==> src/design/amfl_pkg.sv <==
// Shared types, widths, constants and coefficient table for the audio mixer/limiter.
package amfl_pkg;

	// Port and datapath widths
	localparam int SAMPLE_W  = 16;
	localparam int GAIN_W    = 9;
	localparam int LEVEL_W   = 4;
	localparam int VOL_W     = 7;
	localparam int CNT_W     = 11;
	localparam int CFG_IDX_W = 3;
	localparam int CFG_DAT_W = 9;
	localparam int DC_W      = 17;  // DC estimate stays within the input sample range
	localparam int LP_W      = 18;  // high-pass output and low-pass stages
	localparam int MIX_W     = 19;  // gained mix after the shift by 8
	localparam int SCL_W     = 18;  // volume-scaled mix
	localparam int ALPHA_W   = 15;
	localparam int MUL_A_W   = 20;
	localparam int MUL_B_W   = 17;
	localparam int MUL_P_W   = MUL_A_W + MUL_B_W;
	localparam int ACC_W     = 40;
	localparam int STEP_W    = 3;
	localparam int LP_POLES  = 4;
	localparam int POLE_W    = 2;

	// Filter, volume and limiter constants
	localparam int DC_COEF       = 32700;
	localparam int DC_COEF_IN    = 32768 - DC_COEF;
	localparam int SETTLE_FRAMES = 2000;
	localparam int COUNT_MAX     = 2047;
	localparam int KNEE_START    = 24576;
	localparam int KNEE_SPAN     = 16384;
	localparam int FULL_SCALE    = 32767;
	localparam int UNITY_GAIN    = 256;
	localparam int MIX_LAST_STEP = 5;

	// Configuration register indexes
	typedef enum logic [CFG_IDX_W-1:0] {
		REG_SYNTH_GAIN_L  = 3'd0,
		REG_SYNTH_GAIN_R  = 3'd1,
		REG_DAC_GAIN_L    = 3'd2,
		REG_DAC_GAIN_R    = 3'd3,
		REG_SPEECH_GAIN_L = 3'd4,
		REG_SPEECH_GAIN_R = 3'd5,
		REG_FILTER_LEVEL  = 3'd6,
		REG_INIT_VOLUME   = 3'd7
	} reg_idx_t;

	// Sequencer states
	typedef enum logic [2:0] {
		ST_IDLE,
		ST_DC0,
		ST_DC1,
		ST_LP,
		ST_MIX,
		ST_VOL,
		ST_KNEE,
		ST_DONE
	} state_t;

	// Low-pass coefficient per filter level: (29000 * scale) >> 15
	function automatic logic [ALPHA_W-1:0] pole_coef(input logic [LEVEL_W-1:0] level);
		logic [ALPHA_W-1:0] a;
		case (level)
			4'd1:    a = 15'd1812;
			4'd2:    a = 15'd3625;
			4'd3:    a = 15'd5437;
			4'd4:    a = 15'd7250;
			4'd5:    a = 15'd9062;
			4'd6:    a = 15'd10875;
			4'd7:    a = 15'd12687;
			4'd8:    a = 15'd14500;
			4'd9:    a = 15'd16312;
			4'd10:   a = 15'd18125;
			4'd11:   a = 15'd19937;
			4'd12:   a = 15'd21750;
			4'd13:   a = 15'd24166;
			4'd14:   a = 15'd26583;
			4'd15:   a = 15'd29000;
			default: a = 15'd0;
		endcase
		return a;
	endfunction

endpackage

==> src/design/amfl_mac.sv <==
// Shared signed multiply-accumulate unit used by every arithmetic step.
module amfl_mac (
	input  logic                               clk,
	input  logic                               clr,
	input  logic signed [amfl_pkg::MUL_A_W-1:0] a,
	input  logic signed [amfl_pkg::MUL_B_W-1:0] b,
	output logic signed [amfl_pkg::ACC_W-1:0]   sum
);

	logic signed [amfl_pkg::MUL_P_W-1:0] mul;
	logic signed [amfl_pkg::ACC_W-1:0]   acc_q;

	// product plus running sum; clr starts a new sum
	assign mul = a * b;
	assign sum = (clr ? '0 : acc_q) + amfl_pkg::ACC_W'(mul);

	always_ff @(posedge clk) begin
		acc_q <= sum;
	end

endmodule

==> src/design/audio_mix_filter_limiter.sv <==
// Top level: speech filter, three-source mixer, settled volume and soft-knee limiter.
//
// Usage:
//   Input channel (in_valid/in_ready) takes one stereo frame per item: synth
//   left/right, DAC sample, CVSD speech sample and the requested master volume.
//   Output channel (out_valid/out_ready) returns one limited stereo pair per item.
//   Configuration channel (cfg_valid/cfg_ready, cfg_index, cfg_data) writes the
//   gains, the filter level and the initial volume; write only while idle.
// Sequence:
//   One multiply-accumulate unit is stepped by the sequencer: 2 DC-blocker steps,
//   one step per low-pass pole (0 to 4, set by filter_level), 6 mix steps,
//   2 volume steps and 2 limiter steps. The result is registered in the output
//   register after the last limiter step; no new item is taken until the last
//   one has left the sequencer, so in_ready is low while an item is in work.
// Reset:
//   arst_n clears filter state, loads default gains (unity), filter level 1 and
//   volume 0. No clearing pass is needed.
// Stall:
//   The output register holds its item until taken; a finished item waits in
//   the sequencer, and no new item is accepted, until the output register frees.
module audio_mix_filter_limiter (
	input  logic                                  clk,
	input  logic                                  arst_n,
	// input frames
	input  logic                                  in_valid,
	output logic                                  in_ready,
	input  logic signed [amfl_pkg::SAMPLE_W-1:0]  synth_left,
	input  logic signed [amfl_pkg::SAMPLE_W-1:0]  synth_right,
	input  logic signed [amfl_pkg::SAMPLE_W-1:0]  dac_sample,
	input  logic signed [amfl_pkg::SAMPLE_W-1:0]  cvsd_sample,
	input  logic        [amfl_pkg::VOL_W-1:0]     master_volume,
	// output frames
	output logic                                  out_valid,
	input  logic                                  out_ready,
	output logic signed [amfl_pkg::SAMPLE_W-1:0]  out_left,
	output logic signed [amfl_pkg::SAMPLE_W-1:0]  out_right,
	// configuration writes
	input  logic                                  cfg_valid,
	output logic                                  cfg_ready,
	input  logic        [amfl_pkg::CFG_IDX_W-1:0] cfg_index,
	input  logic        [amfl_pkg::CFG_DAT_W-1:0] cfg_data
);

	amfl_pkg::state_t state_q, state_d;
	logic [amfl_pkg::STEP_W-1:0] step_q;

	// configuration registers
	logic [amfl_pkg::GAIN_W-1:0]  g_synth_l_q, g_synth_r_q, g_dac_l_q, g_dac_r_q;
	logic [amfl_pkg::GAIN_W-1:0]  g_sp_l_q, g_sp_r_q;
	logic [amfl_pkg::LEVEL_W-1:0] level_q;

	// filter and volume state
	logic signed [amfl_pkg::DC_W-1:0] dc_q;
	logic signed [amfl_pkg::LP_W-1:0] stage_q [amfl_pkg::LP_POLES];
	logic [amfl_pkg::VOL_W-1:0]       stable_q, pending_q;
	logic [amfl_pkg::CNT_W-1:0]       cnt_q;

	// captured item and working registers
	logic signed [amfl_pkg::SAMPLE_W-1:0] sl_q, sr_q, dac_q, cv_q;
	logic [amfl_pkg::VOL_W-1:0]           req_q;
	logic signed [amfl_pkg::LP_W-1:0]     lp_q;
	logic signed [amfl_pkg::MIX_W-1:0]    mix_l_q, mix_r_q;
	logic signed [amfl_pkg::SCL_W-1:0]    scl_l_q, scl_r_q;
	logic signed [amfl_pkg::SAMPLE_W-1:0] lim_l_q, lim_r_q;
	logic signed [amfl_pkg::SAMPLE_W-1:0] out_l_q, out_r_q;
	logic                                 out_valid_q;

	// shared unit interface
	logic                                 mac_clr;
	logic signed [amfl_pkg::MUL_A_W-1:0]  mac_a;
	logic signed [amfl_pkg::MUL_B_W-1:0]  mac_b;
	logic signed [amfl_pkg::ACC_W-1:0]    mac_sum;

	logic                                 in_acc, cfg_acc, out_free;
	logic [amfl_pkg::POLE_W-1:0]          last_pole;
	logic [amfl_pkg::LEVEL_W-1:0]         level_m1;
	logic [amfl_pkg::ALPHA_W-1:0]         alpha;
	logic signed [amfl_pkg::LP_W-1:0]     stage_rd;
	logic signed [amfl_pkg::LP_W:0]       lp_step, lp_upd;
	logic signed [amfl_pkg::LP_W-1:0]     hp_in;

	// limiter signals
	logic signed [amfl_pkg::SCL_W-1:0]    vsel;
	logic                                 vneg, kpass, kbig;
	logic [amfl_pkg::SCL_W-1:0]           vmag;
	logic signed [amfl_pkg::SCL_W:0]      over;
	logic [amfl_pkg::MUL_B_W-1:0]         ksoft;
	logic [amfl_pkg::SAMPLE_W-1:0]        kmag;
	logic signed [amfl_pkg::SAMPLE_W-1:0] klim;

	assign in_acc    = in_valid && in_ready;
	assign cfg_ready = 1'b1;
	assign cfg_acc   = cfg_valid && cfg_ready;
	assign out_free  = !out_valid_q || out_ready;
	assign out_valid = out_valid_q;
	assign out_left  = out_l_q;
	assign out_right = out_r_q;

	// filter level decode: last pole index and coefficient
	assign level_m1  = level_q - amfl_pkg::LEVEL_W'(1);
	assign last_pole = level_m1[amfl_pkg::LEVEL_W-1:amfl_pkg::LEVEL_W-amfl_pkg::POLE_W];
	assign alpha     = amfl_pkg::pole_coef(level_q);
	assign stage_rd  = stage_q[step_q[amfl_pkg::POLE_W-1:0]];

	// high-pass input against the DC estimate held before this item
	assign hp_in = amfl_pkg::LP_W'(cvsd_sample) - amfl_pkg::LP_W'(dc_q);

	// low-pass update from the product
	assign lp_step = mac_sum[amfl_pkg::LP_W+15:15];
	assign lp_upd  = (amfl_pkg::LP_W+1)'(stage_rd) + lp_step;

	// soft knee on the selected channel
	assign vsel  = step_q[0] ? scl_r_q : scl_l_q;
	assign vneg  = vsel[amfl_pkg::SCL_W-1];
	assign vmag  = vneg ? amfl_pkg::SCL_W'(-vsel) : amfl_pkg::SCL_W'(vsel);
	assign over  = $signed({1'b0, vmag}) - (amfl_pkg::SCL_W+1)'(amfl_pkg::KNEE_START);
	assign kpass = vmag <= amfl_pkg::SCL_W'(amfl_pkg::KNEE_START);
	assign kbig  = over[amfl_pkg::SCL_W-1:0] >= amfl_pkg::SCL_W'(amfl_pkg::KNEE_SPAN);
	assign ksoft = amfl_pkg::MUL_B_W'(amfl_pkg::KNEE_START) + amfl_pkg::MUL_B_W'(over[14:0])
		- amfl_pkg::MUL_B_W'(mac_sum[27:15]);

	always_comb begin
		if (kbig || ksoft > amfl_pkg::MUL_B_W'(amfl_pkg::FULL_SCALE)) begin
			kmag = amfl_pkg::SAMPLE_W'(amfl_pkg::FULL_SCALE);
		end else begin
			kmag = ksoft[amfl_pkg::SAMPLE_W-1:0];
		end
		if (kpass) begin
			klim = vsel[amfl_pkg::SAMPLE_W-1:0];
		end else if (vneg) begin
			klim = -$signed(kmag);
		end else begin
			klim = $signed(kmag);
		end
	end

	// next state
	always_comb begin
		state_d = state_q;
		case (state_q)
			amfl_pkg::ST_IDLE: begin
				if (in_acc) state_d = amfl_pkg::ST_DC0;
			end
			amfl_pkg::ST_DC0: state_d = amfl_pkg::ST_DC1;
			amfl_pkg::ST_DC1: begin
				state_d = (level_q == '0) ? amfl_pkg::ST_MIX : amfl_pkg::ST_LP;
			end
			amfl_pkg::ST_LP: begin
				if (step_q[amfl_pkg::POLE_W-1:0] == last_pole) state_d = amfl_pkg::ST_MIX;
			end
			amfl_pkg::ST_MIX: begin
				if (step_q == amfl_pkg::STEP_W'(amfl_pkg::MIX_LAST_STEP)) state_d = amfl_pkg::ST_VOL;
			end
			amfl_pkg::ST_VOL: begin
				if (step_q[0]) state_d = amfl_pkg::ST_KNEE;
			end
			amfl_pkg::ST_KNEE: begin
				if (step_q[0]) state_d = amfl_pkg::ST_DONE;
			end
			amfl_pkg::ST_DONE: begin
				if (out_free) state_d = amfl_pkg::ST_IDLE;
			end
			default: state_d = amfl_pkg::ST_IDLE;
		endcase
	end

	// operand selection for the shared unit
	always_comb begin
		in_ready = 1'b0;
		mac_clr  = 1'b1;
		mac_a    = '0;
		mac_b    = '0;
		case (state_q)
			amfl_pkg::ST_IDLE: in_ready = 1'b1;
			amfl_pkg::ST_DC0: begin
				mac_a = amfl_pkg::MUL_A_W'(cv_q);
				mac_b = amfl_pkg::MUL_B_W'(amfl_pkg::DC_COEF_IN);
			end
			amfl_pkg::ST_DC1: begin
				mac_clr = 1'b0;
				mac_a   = amfl_pkg::MUL_A_W'(dc_q);
				mac_b   = amfl_pkg::MUL_B_W'(amfl_pkg::DC_COEF);
			end
			amfl_pkg::ST_LP: begin
				mac_a = amfl_pkg::MUL_A_W'(lp_q) - amfl_pkg::MUL_A_W'(stage_rd);
				mac_b = $signed(amfl_pkg::MUL_B_W'(alpha));
			end
			amfl_pkg::ST_MIX: begin
				mac_clr = (step_q == 3'd0) || (step_q == 3'd3);
				case (step_q)
					3'd0: begin
						mac_a = amfl_pkg::MUL_A_W'(sl_q);
						mac_b = $signed(amfl_pkg::MUL_B_W'(g_synth_l_q));
					end
					3'd1: begin
						mac_a = amfl_pkg::MUL_A_W'(dac_q);
						mac_b = $signed(amfl_pkg::MUL_B_W'(g_dac_l_q));
					end
					3'd2: begin
						mac_a = amfl_pkg::MUL_A_W'(lp_q);
						mac_b = $signed(amfl_pkg::MUL_B_W'(g_sp_l_q));
					end
					3'd3: begin
						mac_a = amfl_pkg::MUL_A_W'(sr_q);
						mac_b = $signed(amfl_pkg::MUL_B_W'(g_synth_r_q));
					end
					3'd4: begin
						mac_a = amfl_pkg::MUL_A_W'(dac_q);
						mac_b = $signed(amfl_pkg::MUL_B_W'(g_dac_r_q));
					end
					default: begin
						mac_a = amfl_pkg::MUL_A_W'(lp_q);
						mac_b = $signed(amfl_pkg::MUL_B_W'(g_sp_r_q));
					end
				endcase
			end
			amfl_pkg::ST_VOL: begin
				mac_a = step_q[0] ? amfl_pkg::MUL_A_W'(mix_r_q) : amfl_pkg::MUL_A_W'(mix_l_q);
				mac_b = $signed(amfl_pkg::MUL_B_W'(stable_q));
			end
			amfl_pkg::ST_KNEE: begin
				mac_a = $signed(amfl_pkg::MUL_A_W'(over[14:0]));
				mac_b = $signed(amfl_pkg::MUL_B_W'(over[14:0]));
			end
			default: ;
		endcase
	end

	amfl_mac u_mac (
		.clk (clk),
		.clr (mac_clr),
		.a   (mac_a),
		.b   (mac_b),
		.sum (mac_sum)
	);

	// sequencer
	always_ff @(posedge clk or negedge arst_n) begin
		if (!arst_n) begin
			state_q <= amfl_pkg::ST_IDLE;
			step_q  <= '0;
		end else begin
			state_q <= state_d;
			if (state_d != state_q) begin
				step_q <= '0;
			end else begin
				step_q <= step_q + amfl_pkg::STEP_W'(1);
			end
		end
	end

	// configuration, filter state, volume settling and output register
	always_ff @(posedge clk or negedge arst_n) begin
		if (!arst_n) begin
			g_synth_l_q <= amfl_pkg::GAIN_W'(amfl_pkg::UNITY_GAIN);
			g_synth_r_q <= amfl_pkg::GAIN_W'(amfl_pkg::UNITY_GAIN);
			g_dac_l_q   <= amfl_pkg::GAIN_W'(amfl_pkg::UNITY_GAIN);
			g_dac_r_q   <= amfl_pkg::GAIN_W'(amfl_pkg::UNITY_GAIN);
			g_sp_l_q    <= amfl_pkg::GAIN_W'(amfl_pkg::UNITY_GAIN);
			g_sp_r_q    <= amfl_pkg::GAIN_W'(amfl_pkg::UNITY_GAIN);
			level_q     <= amfl_pkg::LEVEL_W'(1);
			stable_q    <= '0;
			pending_q   <= '0;
			cnt_q       <= '0;
			dc_q        <= '0;
			for (int i = 0; i < amfl_pkg::LP_POLES; i++) stage_q[i] <= '0;
			out_valid_q <= 1'b0;
		end else begin
			// register writes
			if (cfg_acc) begin
				case (amfl_pkg::reg_idx_t'(cfg_index))
					amfl_pkg::REG_SYNTH_GAIN_L:  g_synth_l_q <= cfg_data;
					amfl_pkg::REG_SYNTH_GAIN_R:  g_synth_r_q <= cfg_data;
					amfl_pkg::REG_DAC_GAIN_L:    g_dac_l_q   <= cfg_data;
					amfl_pkg::REG_DAC_GAIN_R:    g_dac_r_q   <= cfg_data;
					amfl_pkg::REG_SPEECH_GAIN_L: g_sp_l_q    <= cfg_data;
					amfl_pkg::REG_SPEECH_GAIN_R: g_sp_r_q    <= cfg_data;
					amfl_pkg::REG_FILTER_LEVEL:  level_q     <= cfg_data[amfl_pkg::LEVEL_W-1:0];
					amfl_pkg::REG_INIT_VOLUME: begin
						stable_q  <= cfg_data[amfl_pkg::VOL_W-1:0];
						pending_q <= cfg_data[amfl_pkg::VOL_W-1:0];
						cnt_q     <= '0;
					end
					default: ;
				endcase
			end

			// DC estimate update
			if (state_q == amfl_pkg::ST_DC1) begin
				dc_q <= mac_sum[amfl_pkg::DC_W+14:15];
			end

			// one low-pass pole per step
			if (state_q == amfl_pkg::ST_LP) begin
				stage_q[step_q[amfl_pkg::POLE_W-1:0]] <= lp_upd[amfl_pkg::LP_W-1:0];
			end

			// volume settles after the frame is finished
			if (state_q == amfl_pkg::ST_DONE && out_free) begin
				if (req_q != stable_q && req_q != pending_q) begin
					pending_q <= req_q;
					cnt_q     <= amfl_pkg::CNT_W'(1);
				end else begin
					if (req_q != stable_q && cnt_q > amfl_pkg::CNT_W'(amfl_pkg::SETTLE_FRAMES)) begin
						stable_q <= req_q;
					end
					if (cnt_q != amfl_pkg::CNT_W'(amfl_pkg::COUNT_MAX)) begin
						cnt_q <= cnt_q + amfl_pkg::CNT_W'(1);
					end
				end
			end

			// output item handshake
			if (state_q == amfl_pkg::ST_DONE && out_free) begin
				out_valid_q <= 1'b1;
			end else if (out_ready) begin
				out_valid_q <= 1'b0;
			end
		end
	end

	// datapath registers
	always_ff @(posedge clk) begin
		if (in_acc) begin
			sl_q  <= synth_left;
			sr_q  <= synth_right;
			dac_q <= dac_sample;
			cv_q  <= cvsd_sample;
			req_q <= master_volume;
			lp_q  <= hp_in;
		end
		if (state_q == amfl_pkg::ST_LP) begin
			lp_q <= lp_upd[amfl_pkg::LP_W-1:0];
		end
		if (state_q == amfl_pkg::ST_MIX && step_q == 3'd2) begin
			mix_l_q <= mac_sum[amfl_pkg::MIX_W+7:8];
		end
		if (state_q == amfl_pkg::ST_MIX && step_q == amfl_pkg::STEP_W'(amfl_pkg::MIX_LAST_STEP)) begin
			mix_r_q <= mac_sum[amfl_pkg::MIX_W+7:8];
		end
		if (state_q == amfl_pkg::ST_VOL) begin
			if (step_q[0]) scl_r_q <= mac_sum[amfl_pkg::SCL_W+7:8];
			else           scl_l_q <= mac_sum[amfl_pkg::SCL_W+7:8];
		end
		if (state_q == amfl_pkg::ST_KNEE) begin
			if (step_q[0]) lim_r_q <= klim;
			else           lim_l_q <= klim;
		end
		if (state_q == amfl_pkg::ST_DONE && out_free) begin
			out_l_q <= lim_l_q;
			out_r_q <= lim_r_q;
		end
	end

endmodule
==> config.mk <==
export PLATFORM = sky130hd
export DESIGN_NAME = audio_mix_filter_limiter
export DESIGN_NICKNAME = d
export VERILOG_FILES = /design/src/design/amfl_pkg.sv /design/src/design/amfl_mac.sv /design/src/design/audio_mix_filter_limiter.sv
export SDC_FILE = /design/constraint.sdc
export NUM_CORES = 2
export LEC_CHECK = 0
export CORE_ASPECT_RATIO = 0.8
export CORE_MARGIN = 2
export CORE_UTILIZATION = 30
export DETAILED_ROUTE_END_ITERATION = 8
export DONT_BUFFER_PORTS = 1
export PLACE_DENSITY = 0.53
export SLEW_MARGIN = 20
export SYNTH_ARGS = -nofsm -noshare
export SYNTH_HDL_FRONTEND = slang
export SYNTH_SLANG_ARGS = --single-unit
==> constraint.sdc <==
create_clock -name clk -period 20 [get_ports clk]
set_input_delay 2 -clock clk [delete_from_list [all_inputs] [get_ports clk]]
set_output_delay 2 -clock clk [all_outputs]
set_load 0.01 [all_outputs]
---- Word-level counts from Yosys, hierarchy flattened ----
Memories as Yosys holds them, arrays and structs flattened.
Index checks and enable logic that the tools add are counted.
storage, ports and cells
  bits in registers ....................... 446
  bits in latches ......................... 0
  bits in writable memories ............... 0
  ROM bits ................................ 240
  input bits .............................. 88
  logic and storage cells ................. 154
  memories ................................ 1
memory list
  memory            depth  bits a word  read ports  clocked after memory_dff  wr ports  RTL line        text
  (name not given)  16     15           1           0                         0         amfl_pkg.sv:63  case (level)
cells by class
  $add $sub $neg .......................... 12
  multiply operators ...................... 1
  divide/modulo/power cells ............... 0
  order comparisons ....................... 6
  equal/unequal tests ..................... 24
  shift-type cells ........................ 0
  mux-type cells .......................... 46
  bitwise gates (word level) .............. 2
  reduce and logical (&&, ||, !) cells .... 29
operator list
  cell                                                                                    count
  18-bit two-way mux                                                                      7
  20-bit case mux with 6 select lines                                                     1
  15-bit case mux with 6 select lines                                                     1
  72-bit bitwise mux                                                                      1
  7-bit two-way mux                                                                       9
  20-bit case mux with 3 select lines                                                     1
  11-bit two-way mux                                                                      5
  16-bit two-way mux                                                                      3
  9-bit case mux with 5 select lines                                                      1
  40-bit adder                                                                            1
  40-bit two-way mux                                                                      1
  18-bit binary-select mux with 2-bit select                                              1
  18-bit demux with 2-bit select                                                          1
  20-bit by 16-bit multiplier with 36-bit output                                          1
  3-bit == test (second input constant)                                                   10
  3-bit two-way mux                                                                       8
  3-bit case mux with 8 select lines                                                      1
  2-bit AND reduction                                                                     11
  20-bit two-way mux                                                                      1
  18-bit by 18-bit subtractor with 19-bit output                                          1
  18-bit adder                                                                            1
  3-bit by 2-bit == test with 1-bit output (second input constant)                        6
  18-bit by 15-bit greater-or-equal comparator with 1-bit output (second input constant)  1
  18-bit by 15-bit <= comparator with 1-bit output (second input constant)                1
  other kinds (29)                                                                        45

---- Longest topological paths before layout ----
  word-level depth ........................ 15
  gate-level depth with buffers ........... 70
  depth with buffers taken out ............ 61

---- Modules after synthesis ----
A second synthesis with hierarchy kept.
unflattened totals
  cells, all modules ...................... 3689
  area, all modules ....................... 37279.5 um2
modules (own cells, without submodules)
  module                    instances  cells an instance  area each (um2)  seq. area each (um2)
  audio_mix_filter_limiter  1          1964               21857.2          11304.6
  amfl_mac                  1          1725               15422.3          800.8

---- Least setup slack after synthesis ----
No wires, ideal clock.
  path type ............................... reg-to-reg
  start point ............................. register step_q[0] (netlist name)
  end point ............................... register lim_l_q[14] (netlist name) (data pin)
  library setup time ...................... 0.281 ns
  arrival ................................. 15.844 ns
  data required time ...................... 19.719 ns
  slack ................................... 3.876 ns
  stages on the path, launching flop included .. 69
  path buffers ............................ 12
  clock period less this slack ............ 16.124 ns
  path through ............................ dfrtp_1 -> buf_4 -> buf_2 -> buf_2 -> buf_2 -> buf_2 -> buf_2 -> buf_1 -> clkbuf_1 -> mux4_2 -> ha_1 -> fa_1 -> nand2b_1 -> a21oi_1 -> o311ai_1 -> o31ai_1 -> a21o_1 -> a21o_1 -> (+33 left out) -> ha_1 -> nor2_1 -> o21a_1 -> or4b_2 -> nand3_1 -> o21a_1 -> buf_2 -> buf_2 -> and2_1 -> ha_1 -> nand3_1 -> nand3b_1 -> nand3b_1 -> nand3b_1 -> nor4b_1 -> mux2i_1 -> a211oi_1 -> a21oi_1
on the way
  longest elaborated chain between the ends .. 15
  elaborated cells between the ends (all ways) .. 35
  classes of those cells .................. add/sub (7); mul (1); order compare (3); eq/ne (4); mux (15); bitwise (1); reduce/logical (4)
ends and longest elaborated chain
  item                                                                   RTL line                         text
  from (decl)                                                            audio_mix_filter_limiter.sv:45   logic [amfl_pkg::STEP_W-1:0] step_q;
  from (signal assigned)                                                 audio_mix_filter_limiter.sv:247  step_q <= step_q + amfl_pkg::STEP_W'(1);
  parallel branches: the longest is 14 deep, another holds 40-bit adder  n/a
  16-bit two-way mux *                                                   audio_mix_filter_limiter.sv:128  if (kpass) begin
  net klim, one bit                                                      audio_mix_filter_limiter.sv:89   logic signed [amfl_pkg::SAMPLE_W-1:0] klim;
  to (signal assigned)                                                   audio_mix_filter_limiter.sv:347  else lim_l_q <= klim;
  to (decl)                                                              audio_mix_filter_limiter.sv:64   logic signed [amfl_pkg::SAMPLE_W-1:0] lim_l_q, lim_r_q;
Mark *: on every way through the listed nets, which the timed path passes. The select of a mux whose other input is x is not followed.
A chain may end at the register's enable or synchronous reset.

---- Final worst setup path ----
  start point ............................. register step_q[0] (netlist name)
  end point ............................... register lim_r_q[14] (netlist name) (data pin)
on the way
  longest elaborated chain between the ends .. 15
  elaborated cells between the ends (all ways) .. 35
  classes of those cells .................. add/sub (7); mul (1); order compare (3); eq/ne (4); mux (15); bitwise (1); reduce/logical (4)
ends and longest elaborated chain
  item                                                                   RTL line                         text
  parallel branches: the longest is 14 deep, another holds 40-bit adder  n/a
  16-bit two-way mux *                                                   audio_mix_filter_limiter.sv:128
  net klim, one bit                                                      audio_mix_filter_limiter.sv:89
  to (signal assigned)                                                   audio_mix_filter_limiter.sv:346  if (step_q[0]) lim_r_q <= klim;
  to (decl)                                                              audio_mix_filter_limiter.sv:64
Marks and branches as above.

==> key figures <==
CTS
  • Hold buffer count at cts: 0
  • Sink Count: 439
  • CTS tree: yes
  • Clk buf depth: 3
  • Post-CTS resize count: 0
  • Clock latency on the worst-skew pair: between 0.5 and 0.6 ns
  • Total CTS buffers: between 40 and 50
  • H-Tree Depth: 2
  • Reg clk slew, reported paths: 0.07 ns
  • Postcts setup bufs: 0
  • CTS Root Cell: clkbuf_16

GRT
  • Vias in the first global route: ~25k
  • Remaining Overflow, GRT: 0
  • Global-route wire length before repair: 161,000 um
  • All-Layer GR Usage: between 10% and 20%
  • Initial antenna violation count: 2
  • Largest net degree at the start of global routing: 180

Synthesis
  • Area leader, netlist: edfxtp_1
  • Post-synth EDFFs: 227
  • Ys async rst share: slightly above 40%
  • Syn_nets: between 4k and 5k
  • Netlist Area Pre-Place: 0.0344 mm2
  • Yosys top cell area share: between 15 and 20%
  • Most common flop cell mapped by yosys: edfxtp_1
  • Yosys reg bits: about 440
  • Ys Warns: 0
  • Sequential area share after synthesis: 34.8%
  • Top post-synthesis cells by area: edfxtp_1, fa_1, dfrtp_1
  • Post-Syn Area per Cell: approximately 9.9 um2
  • Syn Inst Count: ~3.5k
  • Netlist cell types: 91

Final layout
  • Fin cells: roughly 5.0k
  • Share of layout cells above drive strength 1: a little over 8%
  • Fill cells: around 12k
  • Area grow syn2layout: 9.70%
  • Final net count: ~4k
  • Area of the multi-input gates: about 0.02 mm2
  • Fin util: 33.0%
  • Most common cell after layout, fill and taps aside: inv_1
  • Most frequent cells in the layout: inv_1, nand2_1, fa_1, nor2_1, edfxtp_1
  • Reg area: 0.0120 mm2

Timing
  • FMAX: approximately 0.06 GHz
  • Clock skew: just over 0.04 ns
  • Post-Route Setup TNS: 0 ns
  • Fin crit share: 81.3%
  • Setup Viol. Count Final: 0
  • Slew margin rel.: 18.8%
  • Final hold vios: 0
  • Min Tclk post-route: between 15 and 20 ns
  • Slew @ Worst Pin: roughly 1.2 ns
  • PnR worst setup slack: around 3.7 ns
  • Fin. max-slew vios: 0
  • RSZ-0062 raised after global routing: no

Placed design
  • Final Wtd Congestion: 0.946
  • Dpl hpwl: 83,300 um
  • Inst Count DP: a little under 5k
  • Pre-CTS setup slack: approximately 3.9 ns
  • Buffers on Ports: 0

Worst setup path
  • Critical path's largest stage delay: around 0.75 ns
  • R2r setup slk: 3.75 ns
  • CP required: approximately 20 ns
  • Reg2reg end: lim_r_q[14]
  • Worst setup SP type: register
  • Crit path buf inv count: 7
  • Crit-path leading delay family: adder cells
  • Slowest CP cell: dfrtp_4
  • R2R Path Start: step_q[0]
  • FF-to-FF path depth: 56
  • Crit path arrival time: about 17 ns
  • CP Max Fanout: 35
  • CP Capture Type: register
  • Crit Path Category: register to register

Floorplanning
  • DIE AREA: roughly 0.12 mm2
  • Die height: around 310 um
  • Core Rows: about 110
  • Ports: between 100 and 150
  • Die W: between 300 and 400 um
  • Initial core utilization: 30.1%
  • Core ar.: ~0.11 mm2

Route
  • Avg WL per Cell: 21.1 um
  • Vias: between 20k and 30k
  • Post-DR vias/cell: roughly 5.1
  • DR pass1 iterations: 7
  • First DRT Iteration DRCs: about 2.6k
  • Routed WL: between 100,000 and 150,000 um
  • Drt drc: 0
  • Post-DRT Antenna Nets: 0

Worst hold path
  • Hold Path End: out_left[1]
  • Hold path cells: 0
  • Worst hold start: lim_l_q[1]
  • Min-Delay Path Class: register to register

Outcome
  • Status: complete, no violations

Flow run
  • Max Cap Viol: 0
## cell families after synthesis
logic type	share of synthesized area, %
AND/OR/NAND/NOR	12.8
multiplexers	5.38
buffers and inverters	6.42
flip-flops	34.8
other	0.0109
AO/OA/AOI/OAI	12.7
XOR/XNOR	4.09
adder cells (fa/ha/maj)	23.8
## per-layer routing
| layer | wire length [um] | global-route usage [%] | up-vias | part of all wire, % |
|---|---|---|---|---|
| met3 | 9280 | 3.74 | 92 | 8.8 |
| met2 | 43500 | 25.8 | 927 | 41 |
| li1 | - | - | 11800 | - |
| met1 | 51300 | 27.9 | 12700 | 49 |
| met4 | 1470 | 2.89 | 0 | 1.4 |
| met5 | 0 | 0 | - | 0 |
## sequential cells by signal, indices dropped and copies added (netlist names), 17 cells and up
register and count:
dc_q 17, u_mac.acc_q 33, scl_l_q 18, mix_r_q 19, lp_q 18, mix_l_q 19, scl_r_q 18, stage_q 72
## area by class of cell
cell class | instances | area share (%)
Inverter | 454 | 4.52
Clock buffer | 45 | 2.82
Sequential cell | 439 | 31.7
Timing Repair Buffer | 63 | 1.25
Clock inverter | 31 | 0.756
Tap cell | 1525 | 5.06
Multi-Input combinational cell | 2444 | 53.8
Antenna cell | 2 | 0.0133
## cell usage after synthesis (8+ instances only)
| master | n |
|---|---|
| clkbuf_1 | 109 |
| buf_1 | 9 |
| mux2_2 | 81 |
| o221ai_1 | 11 |
| xor2_1 | 53 |
| a222oi_1 | 27 |
| a31oi_1 | 38 |
| nor2_1 | 272 |
| o31ai_1 | 14 |
| or2_2 | 9 |
| edfxtp_1 | 227 |
| a211oi_1 | 30 |
| or3_1 | 25 |
| a21o_1 | 46 |
| nand3_1 | 60 |
| o22ai_1 | 12 |
| xnor2_1 | 103 |
| nor3_1 | 44 |
| a221oi_1 | 11 |
| nor4_1 | 8 |
| buf_2 | 8 |
| and3_1 | 22 |
| o211ai_1 | 22 |
| o21a_1 | 12 |
| dfxtp_1 | 33 |
| o21ai_1 | 50 |
| fa_1 | 278 |
| o21ai_0 | 144 |
| dfrtp_1 | 172 |
| o21bai_1 | 15 |
| and2_1 | 61 |
| nor3b_1 | 9 |
| inv_1 | 451 |
| nor2b_1 | 31 |
| nand2_1 | 377 |
| nand2b_1 | 25 |
| a22oi_1 | 25 |
| a21oi_1 | 141 |
| mux4_2 | 19 |
| ha_1 | 204 |
| mux2i_1 | 51 |
## stage by stage
step / hold slack (ns) / instance area, um2
finish: 0.419 / 37700
global route: 0.427 / 37700
CTS: 0.421 / 37700
detailed placement: 0.405 / 36300
global placement: 0.402 / 36300
floorplan: 0.400 / 34400
## worst max-delay path by stage
stage                          from           to  slack [ns]  cells past startpoint
final                     step_q[0]  lim_r_q[14]        3.75                     56
after global routing      step_q[0]  lim_r_q[14]        2.87                     56
after CTS                 step_q[0]  lim_r_q[14]        3.83                     56
after detailed placement  step_q[0]  lim_l_q[14]        3.89                     54
after global placement    step_q[0]  lim_l_q[14]        3.86                     55
after floorplan           step_q[0]  lim_l_q[14]        3.88                     68
## worst register-to-register path, delay by kind of cell, from the launching register on
kind	cells	cell delay [ns]
XOR/XNOR	2	0.39
adder cells (fa/ha/maj)	12	4.89
AND/OR/NAND/NOR	16	4.04
flip-flops	1	0.75
buffers and inverters	7	1.26
AO/OA/AOI/OAI	17	4.18
multiplexers	2	0.41
Power is left out: the tool's default activity adds up to more than one toggle a clock period on the data nets, which glitch-free logic cannot reach.
